==> config.mk <==
export PLATFORM = sky130hd
export DESIGN_NAME = accel_frame_parser_unit
export DESIGN_NICKNAME = d
export VERILOG_FILES = /design/src/rtl/core/afp_pkg.sv /design/src/rtl/core/accel_frame_parser_unit.sv
export SDC_FILE = /design/constraint.sdc
export NUM_CORES = 1
export LEC_CHECK = 0
export BUFFER_PORTS_ARGS = -buffer_cell sky130_fd_sc_hd__buf_4
export CAP_MARGIN = 25
export CORE_ASPECT_RATIO = 0.6
export CORE_MARGIN = 5
export CORE_UTILIZATION = 60
export CTS_CLUSTER_DIAMETER = 80
export DETAILED_ROUTE_END_ITERATION = 7
export GPL_TIMING_DRIVEN = 0
export HOLD_SLACK_MARGIN = 0.12
export PLACE_DENSITY = 0.83
export SYNTH_ARGS = -nofsm -noshare
export SYNTH_HDL_FRONTEND = slang
export SYNTH_SLANG_ARGS = --single-unit
export TNS_END_PERCENT = 50
==> constraint.sdc <==
create_clock -name clock -period 7.8 [get_ports clock]
set_clock_uncertainty 0.1 [all_clocks]
set_input_delay 0.39 -clock clock [delete_from_list [all_inputs] [get_ports clock]]
set_output_delay 0.39 -clock clock [all_outputs]
set_load 0.005 [all_outputs]
==> src/rtl/core/afp_pkg.sv <==
// Shared constants for the accelerometer frame parser.
package afp_pkg;

   localparam int unsigned BYTE_W  = 8;
   localparam int unsigned ACCEL_W = 15;
   localparam int unsigned ACCUM_W = 7;
   localparam int unsigned MAG_W   = 14;
   localparam int unsigned POS_W   = 5;
   localparam int unsigned CNT_W   = 2;
   localparam int unsigned AXES    = 3;
   localparam int unsigned AXIS_W  = 2;

   localparam logic [POS_W-1:0] POS_LAST = POS_W'(17);
   localparam logic [POS_W-1:0] POS_SAT  = POS_W'(19);

   localparam logic [BYTE_W-1:0] CHAR_TERM  = 8'h3B;
   localparam logic [BYTE_W-1:0] CHAR_MINUS = 8'h2D;
   localparam logic [BYTE_W-1:0] CHAR_ZERO  = 8'h30;
   localparam logic [BYTE_W-1:0] CHAR_NINE  = 8'h39;

   localparam int ACCEL_LIMIT = 9999;

endpackage

==> src/rtl/core/accel_frame_parser_unit.sv <==
// Accelerometer frame parser: ASCII frame bytes in, three signed axis values out.
//
// Input channel (req_*): one frame byte per transaction, req_last marks the
// final byte. A frame is 18 bytes: two ignored bytes, then X, Y and Z fields
// of sign, two integer digits and two fraction digits, then ';'. Non-digit
// bytes inside a digit field are skipped.
// Result channel (rsp_*): one transaction per frame, issued for the byte
// carrying req_last. Values are in hundredths; rsp_format_error is set, and
// the values are zero, on a wrong length, wrong terminator or an axis with
// no digits.
// Path: the last byte goes through the input register, then the result
// register, where rsp_valid rises. Throughput: one byte per cycle while no
// byte carrying req_last waits on a stalled result; the per-byte update is
// a single pass of digit accumulate and axis scaling.
// Reset: synchronous; clears both pipeline stages and all frame state, so
// the next byte is taken as position 0 of a new frame.
// Stall: a result waiting on rsp_ready holds back only a byte carrying
// req_last; that byte stays in the input register and req_ready drops until
// the result is taken. Other bytes keep flowing; nothing is lost or repeated.
module accel_frame_parser_unit (
   input  logic                                 clock,
   input  logic                                 reset,
   input  logic                                 req_valid,
   output logic                                 req_ready,
   input  logic [afp_pkg::BYTE_W-1:0]           req_frame_byte,
   input  logic                                 req_last,
   output logic                                 rsp_valid,
   input  logic                                 rsp_ready,
   output logic signed [afp_pkg::ACCEL_W-1:0]   rsp_accel_x,
   output logic signed [afp_pkg::ACCEL_W-1:0]   rsp_accel_y,
   output logic signed [afp_pkg::ACCEL_W-1:0]   rsp_accel_z,
   output logic                                 rsp_format_error
);
   import afp_pkg::*;

   typedef enum logic [1:0] {PH_IDLE, PH_SIGN, PH_INT, PH_FRAC} phase_type;

   // input register
   logic              s1_valid_ff;
   logic [BYTE_W-1:0] s1_byte_ff;
   logic              s1_last_ff;

   // frame state
   logic [POS_W-1:0]   pos_ff,   pos_in;
   logic               neg_ff,   neg_in;
   logic [ACCUM_W-1:0] int_ff,   int_in;
   logic [ACCUM_W-1:0] frac_ff,  frac_in;
   logic [CNT_W-1:0]   cnt_ff,   cnt_in;
   logic               seen_ff,  seen_in;
   logic               empty_ff, empty_in;
   logic [ACCEL_W-1:0] axis_ff [AXES];
   logic [ACCEL_W-1:0] axis_in [AXES];

   // result register
   logic               rsp_valid_ff;
   logic [ACCEL_W-1:0] rsp_x_ff, rsp_y_ff, rsp_z_ff;
   logic               rsp_err_ff;

   logic                stall;
   logic                advance;
   logic                is_digit;
   logic [3:0]          digit;
   phase_type           phase;
   logic                finish;
   logic [AXIS_W-1:0]   axis_idx;
   logic [10:0]         int_mac;
   logic [10:0]         frac_mac;
   logic [MAG_W-1:0]    frac_part;
   logic [MAG_W-1:0]    mag;
   logic [ACCEL_W-1:0]  axis_val;
   logic                frame_ok;

   // only a last byte needs the result register
   assign stall     = rsp_valid_ff && !rsp_ready;
   assign advance   = s1_valid_ff && !(s1_last_ff && stall);
   assign req_ready = !s1_valid_ff || advance;

   // position decode: which field of which axis this byte belongs to
   always_comb begin
      case (pos_ff) inside
         5'd2, 5'd7, 5'd12:                    phase = PH_SIGN;
         5'd3, 5'd4, 5'd8, 5'd9, 5'd13, 5'd14:  phase = PH_INT;
         5'd5, 5'd6, 5'd10, 5'd11, 5'd15, 5'd16: phase = PH_FRAC;
         default:                              phase = PH_IDLE;
      endcase
      case (pos_ff) inside
         [5'd2:5'd6]:   axis_idx = AXIS_W'(0);
         [5'd7:5'd11]:  axis_idx = AXIS_W'(1);
         default:       axis_idx = AXIS_W'(2);
      endcase
      finish = (pos_ff == POS_W'(6)) || (pos_ff == POS_W'(11)) || (pos_ff == POS_W'(16));
   end

   assign is_digit = (s1_byte_ff >= CHAR_ZERO) && (s1_byte_ff <= CHAR_NINE);
   assign digit    = is_digit ? s1_byte_ff[3:0] : 4'd0;
   assign int_mac  = 11'(int_ff) * 11'd10 + 11'(digit);
   assign frac_mac = 11'(frac_ff) * 11'd10 + 11'(digit);

   assign frame_ok = (pos_ff == POS_LAST) && (s1_byte_ff == CHAR_TERM) && !empty_ff;

   always_comb begin
      pos_in   = pos_ff;
      neg_in   = neg_ff;
      int_in   = int_ff;
      frac_in  = frac_ff;
      cnt_in   = cnt_ff;
      seen_in  = seen_ff;
      empty_in = empty_ff;
      for (int i = 0; i < AXES; i++) begin
         axis_in[i] = axis_ff[i];
      end

      case (phase)
         PH_SIGN: begin
            neg_in  = (s1_byte_ff == CHAR_MINUS);
            int_in  = '0;
            frac_in = '0;
            cnt_in  = '0;
            seen_in = 1'b0;
         end
         PH_INT: begin
            if (is_digit) begin
               int_in  = int_mac[ACCUM_W-1:0];
               seen_in = 1'b1;
            end
         end
         PH_FRAC: begin
            if (is_digit) begin
               frac_in = frac_mac[ACCUM_W-1:0];
               cnt_in  = cnt_ff + CNT_W'(1);
               seen_in = 1'b1;
            end
         end
         default: ;
      endcase

      // axis value in hundredths from the updated accumulators
      case (cnt_in)
         2'd2:    frac_part = MAG_W'(frac_in);
         2'd1:    frac_part = MAG_W'(frac_in) * MAG_W'(10);
         default: frac_part = '0;
      endcase
      mag      = MAG_W'(int_in) * MAG_W'(100) + frac_part;
      axis_val = neg_in ? (ACCEL_W'(0) - ACCEL_W'(mag)) : ACCEL_W'(mag);

      if (finish) begin
         axis_in[axis_idx] = axis_val;
         if (!seen_in) begin
            empty_in = 1'b1;
         end
      end

      if (s1_last_ff) begin
         // frame done: back to the start-of-frame state
         pos_in   = '0;
         neg_in   = 1'b0;
         int_in   = '0;
         frac_in  = '0;
         cnt_in   = '0;
         seen_in  = 1'b0;
         empty_in = 1'b0;
         for (int i = 0; i < AXES; i++) begin
            axis_in[i] = '0;
         end
      end else if (pos_ff < POS_SAT) begin
         pos_in = pos_ff + POS_W'(1);
      end
   end

   always_ff @(posedge clock) begin
      if (reset) begin
         s1_valid_ff  <= 1'b0;
         rsp_valid_ff <= 1'b0;
         pos_ff       <= '0;
         neg_ff       <= 1'b0;
         int_ff       <= '0;
         frac_ff      <= '0;
         cnt_ff       <= '0;
         seen_ff      <= 1'b0;
         empty_ff     <= 1'b0;
         for (int i = 0; i < AXES; i++) begin
            axis_ff[i] <= '0;
         end
      end else begin
         // input stage
         if (req_valid && req_ready) begin
            s1_valid_ff <= 1'b1;
            s1_byte_ff  <= req_frame_byte;
            s1_last_ff  <= req_last;
         end else if (advance) begin
            s1_valid_ff <= 1'b0;
         end

         // frame state update, one byte per cycle unless a last byte is stalled
         if (advance) begin
            pos_ff   <= pos_in;
            neg_ff   <= neg_in;
            int_ff   <= int_in;
            frac_ff  <= frac_in;
            cnt_ff   <= cnt_in;
            seen_ff  <= seen_in;
            empty_ff <= empty_in;
            for (int i = 0; i < AXES; i++) begin
               axis_ff[i] <= axis_in[i];
            end
         end

         // result stage
         if (advance && s1_last_ff) begin
            rsp_valid_ff <= 1'b1;
            rsp_err_ff   <= !frame_ok;
            rsp_x_ff     <= frame_ok ? axis_ff[0] : '0;
            rsp_y_ff     <= frame_ok ? axis_ff[1] : '0;
            rsp_z_ff     <= frame_ok ? axis_ff[2] : '0;
         end else if (rsp_ready) begin
            rsp_valid_ff <= 1'b0;
         end
      end
   end

   assign rsp_valid        = rsp_valid_ff;
   assign rsp_accel_x      = rsp_x_ff;
   assign rsp_accel_y      = rsp_y_ff;
   assign rsp_accel_z      = rsp_z_ff;
   assign rsp_format_error = rsp_err_ff;

endmodule

* Word level (Yosys, flattened, before mapping) *
Memories as Yosys holds them, arrays and structs flattened.
Index checks and enable logic that the tools add are counted.

storage, ports and cells
  register bits after elaboration = 81
  bits in writable memories = 45
  memories kept = 1

cells by class
  $add $sub $neg = 6
  $mul = 4
  magnitude comparators = 9
  eq/ne operators = 24
  muxes and demuxes = 44
  bitwise logic cells = 5
  reduce and logical (&&, ||, !) cells = 31

memory list
  name     words  bits a word  rd ports  clocked after Yosys merged registers in  write ports  RTL line                       RTL
  axis_ff  3      15           3         0                                        3            accel_frame_parser_unit.sv:51  logic [ACCEL_W-1:0] axis_ff [AXES];

operators with widths
  cell                                                                    number
  45-bit two-way mux                                                      2
  15-bit two-way mux                                                      5
  45-bit bitwise mux                                                      1
  5-bit by 4-bit == test with 1-bit output (second input constant)        8
  15-bit demux with 2-bit select                                          1
  7-bit two-way mux                                                       4
  7-bit one-hot mux with 2 select lines                                   2
  11-bit one-hot mux with 2 select lines                                  1
  5-bit by 3-bit == test with 1-bit output (second input constant)        4
  8-bit by 6-bit == test with 1-bit output (second input constant)        2
  1-bit two-way mux                                                       16
  1-bit by 14-bit subtractor with 15-bit output (first input constant)    1
  14-bit adder                                                            1
  7-bit by 4-bit adder with 7-bit output                                  2
  7-bit by 3-bit multiplier with 6-bit output (second input constant)     2
  2-bit two-way mux                                                       7
  7-bit by 5-bit multiplier with 12-bit output (second input constant)    1
  6-bit OR reduction                                                      2
  1-bit logical AND                                                       11
  5-bit by 2-bit == test with 1-bit output (second input constant)        2
  5-bit == test (second input constant)                                   2
  7-bit by 3-bit multiplier with 10-bit output (second input constant)    1
  5-bit two-way mux                                                       2
  8-bit by 6-bit >= comparator with 1-bit output (second input constant)  1
  other kinds (26)                                                        42

* Longest topological paths before layout *
Gate-level depths: netlist (run 1).

  depth after elaboration = 16
  mapped depth = 31
  gate-level depth less buffers = 30

* Worst setup path after synthesis (run 1) *
No wires, ideal clock.

  path type = register -> register
  start point = reg pos_ff[1]
  end point = mem axis_ff[2][13] (netlist: axis_ff[0][43]) (data pin)
  data arrival time = 5968 ps
  setup slack = 1462 ps
  cell stages (with the launch flop) = 29
  path buffers = 0
  period minus slack after synthesis = 6338 ps
  path through = dfxtp_1 -> inv_1 -> ha_1 -> mux2_2 -> a32oi_2 -> o21ai_1 -> and3_1 -> inv_1 -> ha_1 -> inv_1 -> o21ai_1 -> a22o_1 -> ha_1 -> ha_1 -> fa_1 -> ha_1 -> nor2b_1 -> nor3_1 -> nor2_1 -> a21oi_1 -> ha_1 -> nand2_1 -> a311oi_1 -> a211o_1 -> xor2_1 -> nand3b_4 -> o41ai_2 -> xnor2_1 -> a21oi_1

RTL lines
  element                 RTL line                        RTL
  from (decl)             accel_frame_parser_unit.sv:44   logic [POS_W-1:0] pos_ff, pos_in;
  from (signal assigned)  accel_frame_parser_unit.sv:196  pos_ff <= pos_in;
  to (decl)               accel_frame_parser_unit.sv:51

==> results of run 1 <==
[stage by stage]
stage | total power, W | setup WS, ns | instances
after floorplan | 0.000781 | 1.46 | 747
after global placement | 0.000796 | 0.588 | 976
after detailed placement | 0.000800 | 0.333 | 979
after CTS | 0.00154 | 0.317 | 1021
after global routing | 0.00158 | 0.0523 | 1021
final | 0.00154 | 0.477 | 1021
[timing repair]
action                     CTS  global route
setup endpoints to repair    0            15
hold endpoints to repair    10             0
hold buffers                10             0
gates resized for setup      0            10
[area by class of cell]
| type | instances | area, um2 |
|---|---|---|
| plain buffers | 35 | 141 |
| clock buffers | 17 | 425 |
| clock inverters | 15 | 123 |
| fillers | 859 | 3560 |
| inverters | 31 | 116 |
| multi-input cells | 554 | 4110 |
| flip-flops and latches | 126 | 3520 |
| well taps | 170 | 213 |
| repair buffers | 73 | 596 |
[power by group through the flow]
stage	Clock, W	Sequential (W)	Combinational [W]
finish	0.000746	0.000746	0.0000462
global route	0.000779	0.000747	0.0000501
CTS	0.000746	0.000746	0.0000448
detailed placement	0	0.000760	0.0000406
global placement	0	0.000760	0.0000361
floorplan	0	0.000757	0.0000238
[worst max-delay path by stage]
stage | startpoint | cells past startpoint | end | slack [ns]
floorplan | pos_ff[1] | 28 | axis_ff[0][43] | 1.46
global placement | pos_ff[1] | 28 | axis_ff[0][13] | 0.59
detailed placement | pos_ff[1] | 28 | axis_ff[0][13] | 0.33
CTS | pos_ff[1] | 28 | axis_ff[0][13] | 0.32
global route | pos_ff[0] | 28 | axis_ff[0][13] | 0.05
finish | pos_ff[0] | 28 | axis_ff[0][13] | 0.48
[critical path, delay by kind of cell, from the launching register on]
family                   cells  cell delay, ns
AO/OA/AOI/OAI                9            2.38
flip-flops                   1            0.43
AND/OR/NAND/NOR              7            1.29
multiplexers                 1            0.29
XOR/XNOR                     1            0.27
buffers and inverters        4            0.61
adder cells (fa/ha/maj)      6            1.67
[state kept, by name, indices dropped and copies added (netlist names)]
register / flops
rsp_valid: 1
seen_ff: 1
neg_ff: 1
s1_byte_ff: 8
axis_ff: 45
rsp_accel_z: 15
cnt_ff: 2
rsp_accel_x: 15
s1_last_ff: 1
empty_ff: 1
frac_ff: 7
rsp_format_error: 1
rsp_accel_y: 15
s1_valid_ff: 1
pos_ff: 5
int_ff: 7
[cell families after synthesis]
kind of cell | after synthesis
AND/OR/NAND/NOR | 231
AO/OA/AOI/OAI | 188
flip-flops | 126
adder cells (fa/ha/maj) | 75
buffers and inverters | 67
XOR/XNOR | 48
multiplexers | 12
[layout by cell type (no fill, tap or decap), types with 12 or more instances in the layout]
cell type	Yosys	final
a21o_1	13	12
a21oi_1	41	41
a22o_1	14	12
a22oi_1	14	14
and2_1	49	49
buf_4	1	61
clkbuf_1	28	27
clkbuf_16	0	17
dfxtp_1	26	25
edfxtp_1	100	100
ha_1	69	68
inv_1	31	31
nand2_1	49	49
nor2_1	63	62
o21ai_0	39	38
xnor2_1	28	28
xor2_1	20	19
[routing by layer]
layer	share of wire [%]	routed length (um)	global-route usage, %	vias to the layer above
li1	-	-	-	2927
met1	44	8680	37.8	2993
met2	44	8620	39.5	327
met3	11	2080	7.46	31
met4	1.7	336	7.40	0
met5	0	0	0	-
==> results.cfg, run 1 <==
[run_status]
run_status = complete, no violations

[power]
p_leak_nw = 3.97
switching_share_pct = 24.0
share_comb_of_total_power_pct = 3.0
p_int_w = 0.00117
pwr-share-clk_pct = 48.5
powerDensity_mw_per_mm2 = 166
pwr-share-seq_pct = 48.5
worst_ir_drop_vdd_mv = 0.174
switching_power_w = 0.000369

[grt]
grt_max_degree = 40
grt_pass1_vias = 6263
grt-ovfl-total = 0
antenna_found_initial = 0
grtUsageTotal_pct = 26.4
grt_pass1_wl_um = 32300

[layout]
drive_gt1_share_pct = 15.6
num_antenna_cells = 0
syn_to_final_growth_pct = 17.9
design_area_mm2 = 0.00925
fin_util_pct = 72.2
num-nets-final = 926

[worst_setup_path]
arrival_ns = 7.36
crit_path_max_incr_delay_ns = 0.43
startpoint_type = flop
r2r-end = axis_ff[0][13]
cp-end-kind = flop
r2r_start = pos_ff[0]
path_common_cell = ha_1
rrSetupSlack_ns = 0.48
rr_worst_depth = 28
path_class = reg2reg
cp_slowest_cell = dfxtp_1
critPathMaxFanout = 10
required_ns = 7.84

[drt]
vias_per_cell = 6.15
final_antenna_net_count = 0
first_pass_iters = 5
drt_iter0_drc = 668
drc = 0
wirelength_um = 19700
routedWlPerCell_um = 19.3
via_count = 6278

[hold_path]
min_path_cells = 4
min_path_type = in2reg
worstHoldStart = rsp_ready
whs_endpoint = rsp_valid

[timing]
finalSetupTns_ns = 0
fin_hold_ws_ns = 0.212
drv_slew = 0
slew_headroom_pct = 28.8
finalSetupViolations = 0
fin_crit_sh_pct = 93.9
grt_setup_unrepaired = false
worst_pin_slew_ns = 1.06
fmax_mhz = 137
layout_min_cycle_time_ns = 7.32
hold_viol_final = 0

[logic_synthesis]
synth_warnings = 0
syn_area_mm2 = 0.00785
synthAdderAreaFrac_pct = 12.5
synth_compound_area_share_pct = 16.7
avgSynthCellArea_um2 = 10.5
synth_top_flop_cell = edfxtp_1
synth-seq-area-share_pct = 44.9
synth.top_cells.by_area = edfxtp_1, ha_1, dfxtp_1
async_reset_ff_share_pct = 0
synth_cell_types = 76
ys_seq_elements = 126
synth.most_common_cell = edfxtp_1
synth-edff-count = 100
synthTopCellsByCount = edfxtp_1, ha_1, nor2_1, and2_1, nand2_1
yosys.area.top_type = edfxtp_1
synthXorXnorAreaFrac_pct = 5.36
synth_top_area_share_pct = 38.3
yosys.area_share.simple_pct = 15.6
synth_nets = 835
synth_top_family_by_area = compound AO/OA/AOI/OAI gates
muxShareOfSynthArea_pct = 1.56
syn_inst = 747

[clocking]
cts_setup_buffers = 0
clkSlewWorstSetupHoldPaths_ns = 0.06
cts_sinks = 126
cts_tree = done
h-tree-depth = 4
clkLatencyLatePin_ns = 0.42
clk_path_buf_depth = 2
cts_buffers = 17
cts_root_buf = clkbuf_16

[place]
io_buffer_count = 59
gp_congestion = 0.919
post_dp_cell_area_mm2 = 0.00857
hpwl_um = 14400

[floorplan]
coreArea_mm2 = 0.0128
initial_core_util_pct = 61.2
num_rows = 32
ioPinCount = 61
die-width_um = 158
die_h_um = 98.6
die_area_mm2 = 0.0155

[run]
cap_violations = 0
No activity file was read; power rests on OpenSTA's default activity.
==> run 2: changes to the inputs <==
--- a/config.mk
+++ b/config.mk
@@ -7,9 +7,11 @@
 export LEC_CHECK = 0
 export BUFFER_PORTS_ARGS = -buffer_cell sky130_fd_sc_hd__buf_4
 export CAP_MARGIN = 25
+export CELL_PAD_IN_SITES_DETAIL_PLACEMENT = 1
+export CELL_PAD_IN_SITES_GLOBAL_PLACEMENT = 1
 export CORE_ASPECT_RATIO = 0.6
 export CORE_MARGIN = 5
-export CORE_UTILIZATION = 60
+export CORE_UTILIZATION = 48
 export CTS_CLUSTER_DIAMETER = 80
 export DETAILED_ROUTE_END_ITERATION = 7
 export GPL_TIMING_DRIVEN = 0
==> results.cfg, run 2 (synthesized netlist as in run 1, its figures left out) <==
[run_status]
run_status = complete, no violations

[floorplan]
die_area_mm2 = 0.0191
ioPinCount = 61
initial_core_util_pct = 48.7
die-width_um = 175
num_rows = 36
coreArea_mm2 = 0.0161
die_h_um = 109

[worst_setup_path]
path_common_cell = ha_1
arrival_ns = 7.48
startpoint_type = flop
rrSetupSlack_ns = 0.37
r2r-end = axis_ff[0][43]
path_buf_inv = 3
critPathMaxFanout = 10
cp_slowest_cell = dfxtp_1
cp-end-kind = flop
path_class = reg2reg
required_ns = 7.84
cpLargestDelayFamily = compound AO/OA/AOI/OAI gates
r2r_start = pos_ff[1]
crit_path_max_incr_delay_ns = 0.51
rr_worst_depth = 28

[power]
p_leak_nw = 4.01
powerDensity_mw_per_mm2 = 179
worst_ir_drop_vdd_mv = 0.117

[place]
io_buffer_count = 59
hpwl_um = 17100
post-place-cells = 1017
gp_congestion = 0.915

[timing]
hold_viol_final = 0
worst_pin_slew_ns = 1.14
finalSetupViolations = 0
slew_headroom_pct = 23.0
fmax_mhz = 135
layout_min_cycle_time_ns = 7.43
finalSetupTns_ns = 0
drv_slew = 0
grt_setup_unrepaired = false
fin_crit_sh_pct = 95.3

[run]
cap_violations = 0

[layout]
largest_reg_flops = 45
final_cell_mix = edfxtp_1, ha_1, nor2_1
num-nets-final = 926
regMostFlops = axis_ff
stdcell_count = 1060
fillers = 1737
syn_to_final_growth_pct = 19.2
mostFrequentLayoutCell = edfxtp_1
num_antenna_cells = 0
drive_gt1_share_pct = 15.2

[grt]
grt_max_degree = 39
grt_pass1_vias = 6823
grtUsageTotal_pct = 25.6
grt-ovfl-total = 0
grt_pass1_wl_um = 37700
antenna_found_initial = 0

[drt]
final_antenna_net_count = 0
drt_iter0_drc = 611
vias_per_cell = 6.21
routedWlPerCell_um = 22.7
drc = 0
via_count = 6585
first_pass_iters = 5
wirelength_um = 24000

[clocking]
cts_buffers = 17
cts_root_buf = clkbuf_16
clk_path_buf_depth = 2
cts_tree = done
clkSlewWorstSetupHoldPaths_ns = 0.06
h-tree-depth = 4
clkLatencyLatePin_ns = 0.43
cts_sinks = 126

[hold_path]
min_path_cells = 4
worstHoldStart = rsp_ready
whs_endpoint = rsp_valid
min_path_type = in2reg
run 2: cell types whose count changed in the layout (fill, tap and decap cells not counted), sizes merged:
cell      previous run  this run
clkinv               4         3
bufinv               0         3
buf                 71        70
clkbuf              44        45
clkinvlp             2         0
run 2: per-stage QoR:
| step | power [W] | setup slack, ns | area, um2 | hold slack [ns] | utilization, % |
|---|---|---|---|---|---|
| finish | 0.00167 | 0.368 | 9360 | 0.200 | 58.0 |
| global route | 0.00170 | 0.0110 | 9360 | 0.247 | 58.0 |
| CTS | 0.00167 | 0.238 | 9330 | 0.202 | 57.8 |
| detailed placement | 0.000803 | 0.293 | 8610 | 0.359 | 53.4 |
| global placement | 0.000798 | 0.486 | 8550 | 0.336 | 53.0 |
| floorplan | 0.000781 | 1.46 | 7850 | 0.317 | - |
run 2: tightest hold or removal path: stages:
cell and delay (ns):
buf_4 0.08, nor2b_1 0.06, a21oi_1 0.12, nor2_1 0.05
run 2: routing by layer:
layer,global-route usage (%),part of all wire [%],up-vias
met1,35.1,46,3342
met2,41.6,46,275
met4,6.89,1.6,0
li1,-,-,2930
met3,5.47,7.2,38
met5,0,0,-
run 2: final cells by class:
class	instances	area, um2	share of cell area [%]
inverters	31	116	1.24
flip-flops and latches	126	3520	37.7
plain buffers	36	145	1.55
clock inverters	15	195	2.09
well taps	209	262	2.79
clock buffers	17	425	4.55
repair buffers	72	588	6.29
multi-input cells	554	4100	43.8
run 2: worst max path at each step:
stage	start	end	slack [ns]	depth (start not counted)
3_5_place_dp	pos_ff[1]	axis_ff[0][43]	0.29	28
5_1_grt	pos_ff[0]	axis_ff[0][43]	0.01	28
2_1_floorplan	pos_ff[1]	axis_ff[0][43]	1.46	28
3_3_place_gp	pos_ff[1]	axis_ff[0][43]	0.49	28
4_1_cts	pos_ff[1]	axis_ff[0][43]	0.24	28
6_report	pos_ff[1]	axis_ff[0][43]	0.37	28
run 2: what timing repair did:
item | 4_1_cts | 5_1_grt
endpoints found under the setup margin | 0 | 15
hold buffers | 10 | 0
resized for setup | 0 | 6
buffers inserted | 0 | 0
hold endpoints to repair | 10 | 0
run 2: power breakdown:
part           total (W)  switching [W]  internal [W]  leakage (nW)
registers       0.000747     0.00000985      0.000737          1.29
logic          0.0000486      0.0000316     0.0000170          2.41
clock network   0.000876       0.000361      0.000515         0.306
total            0.00167       0.000402       0.00127          4.01
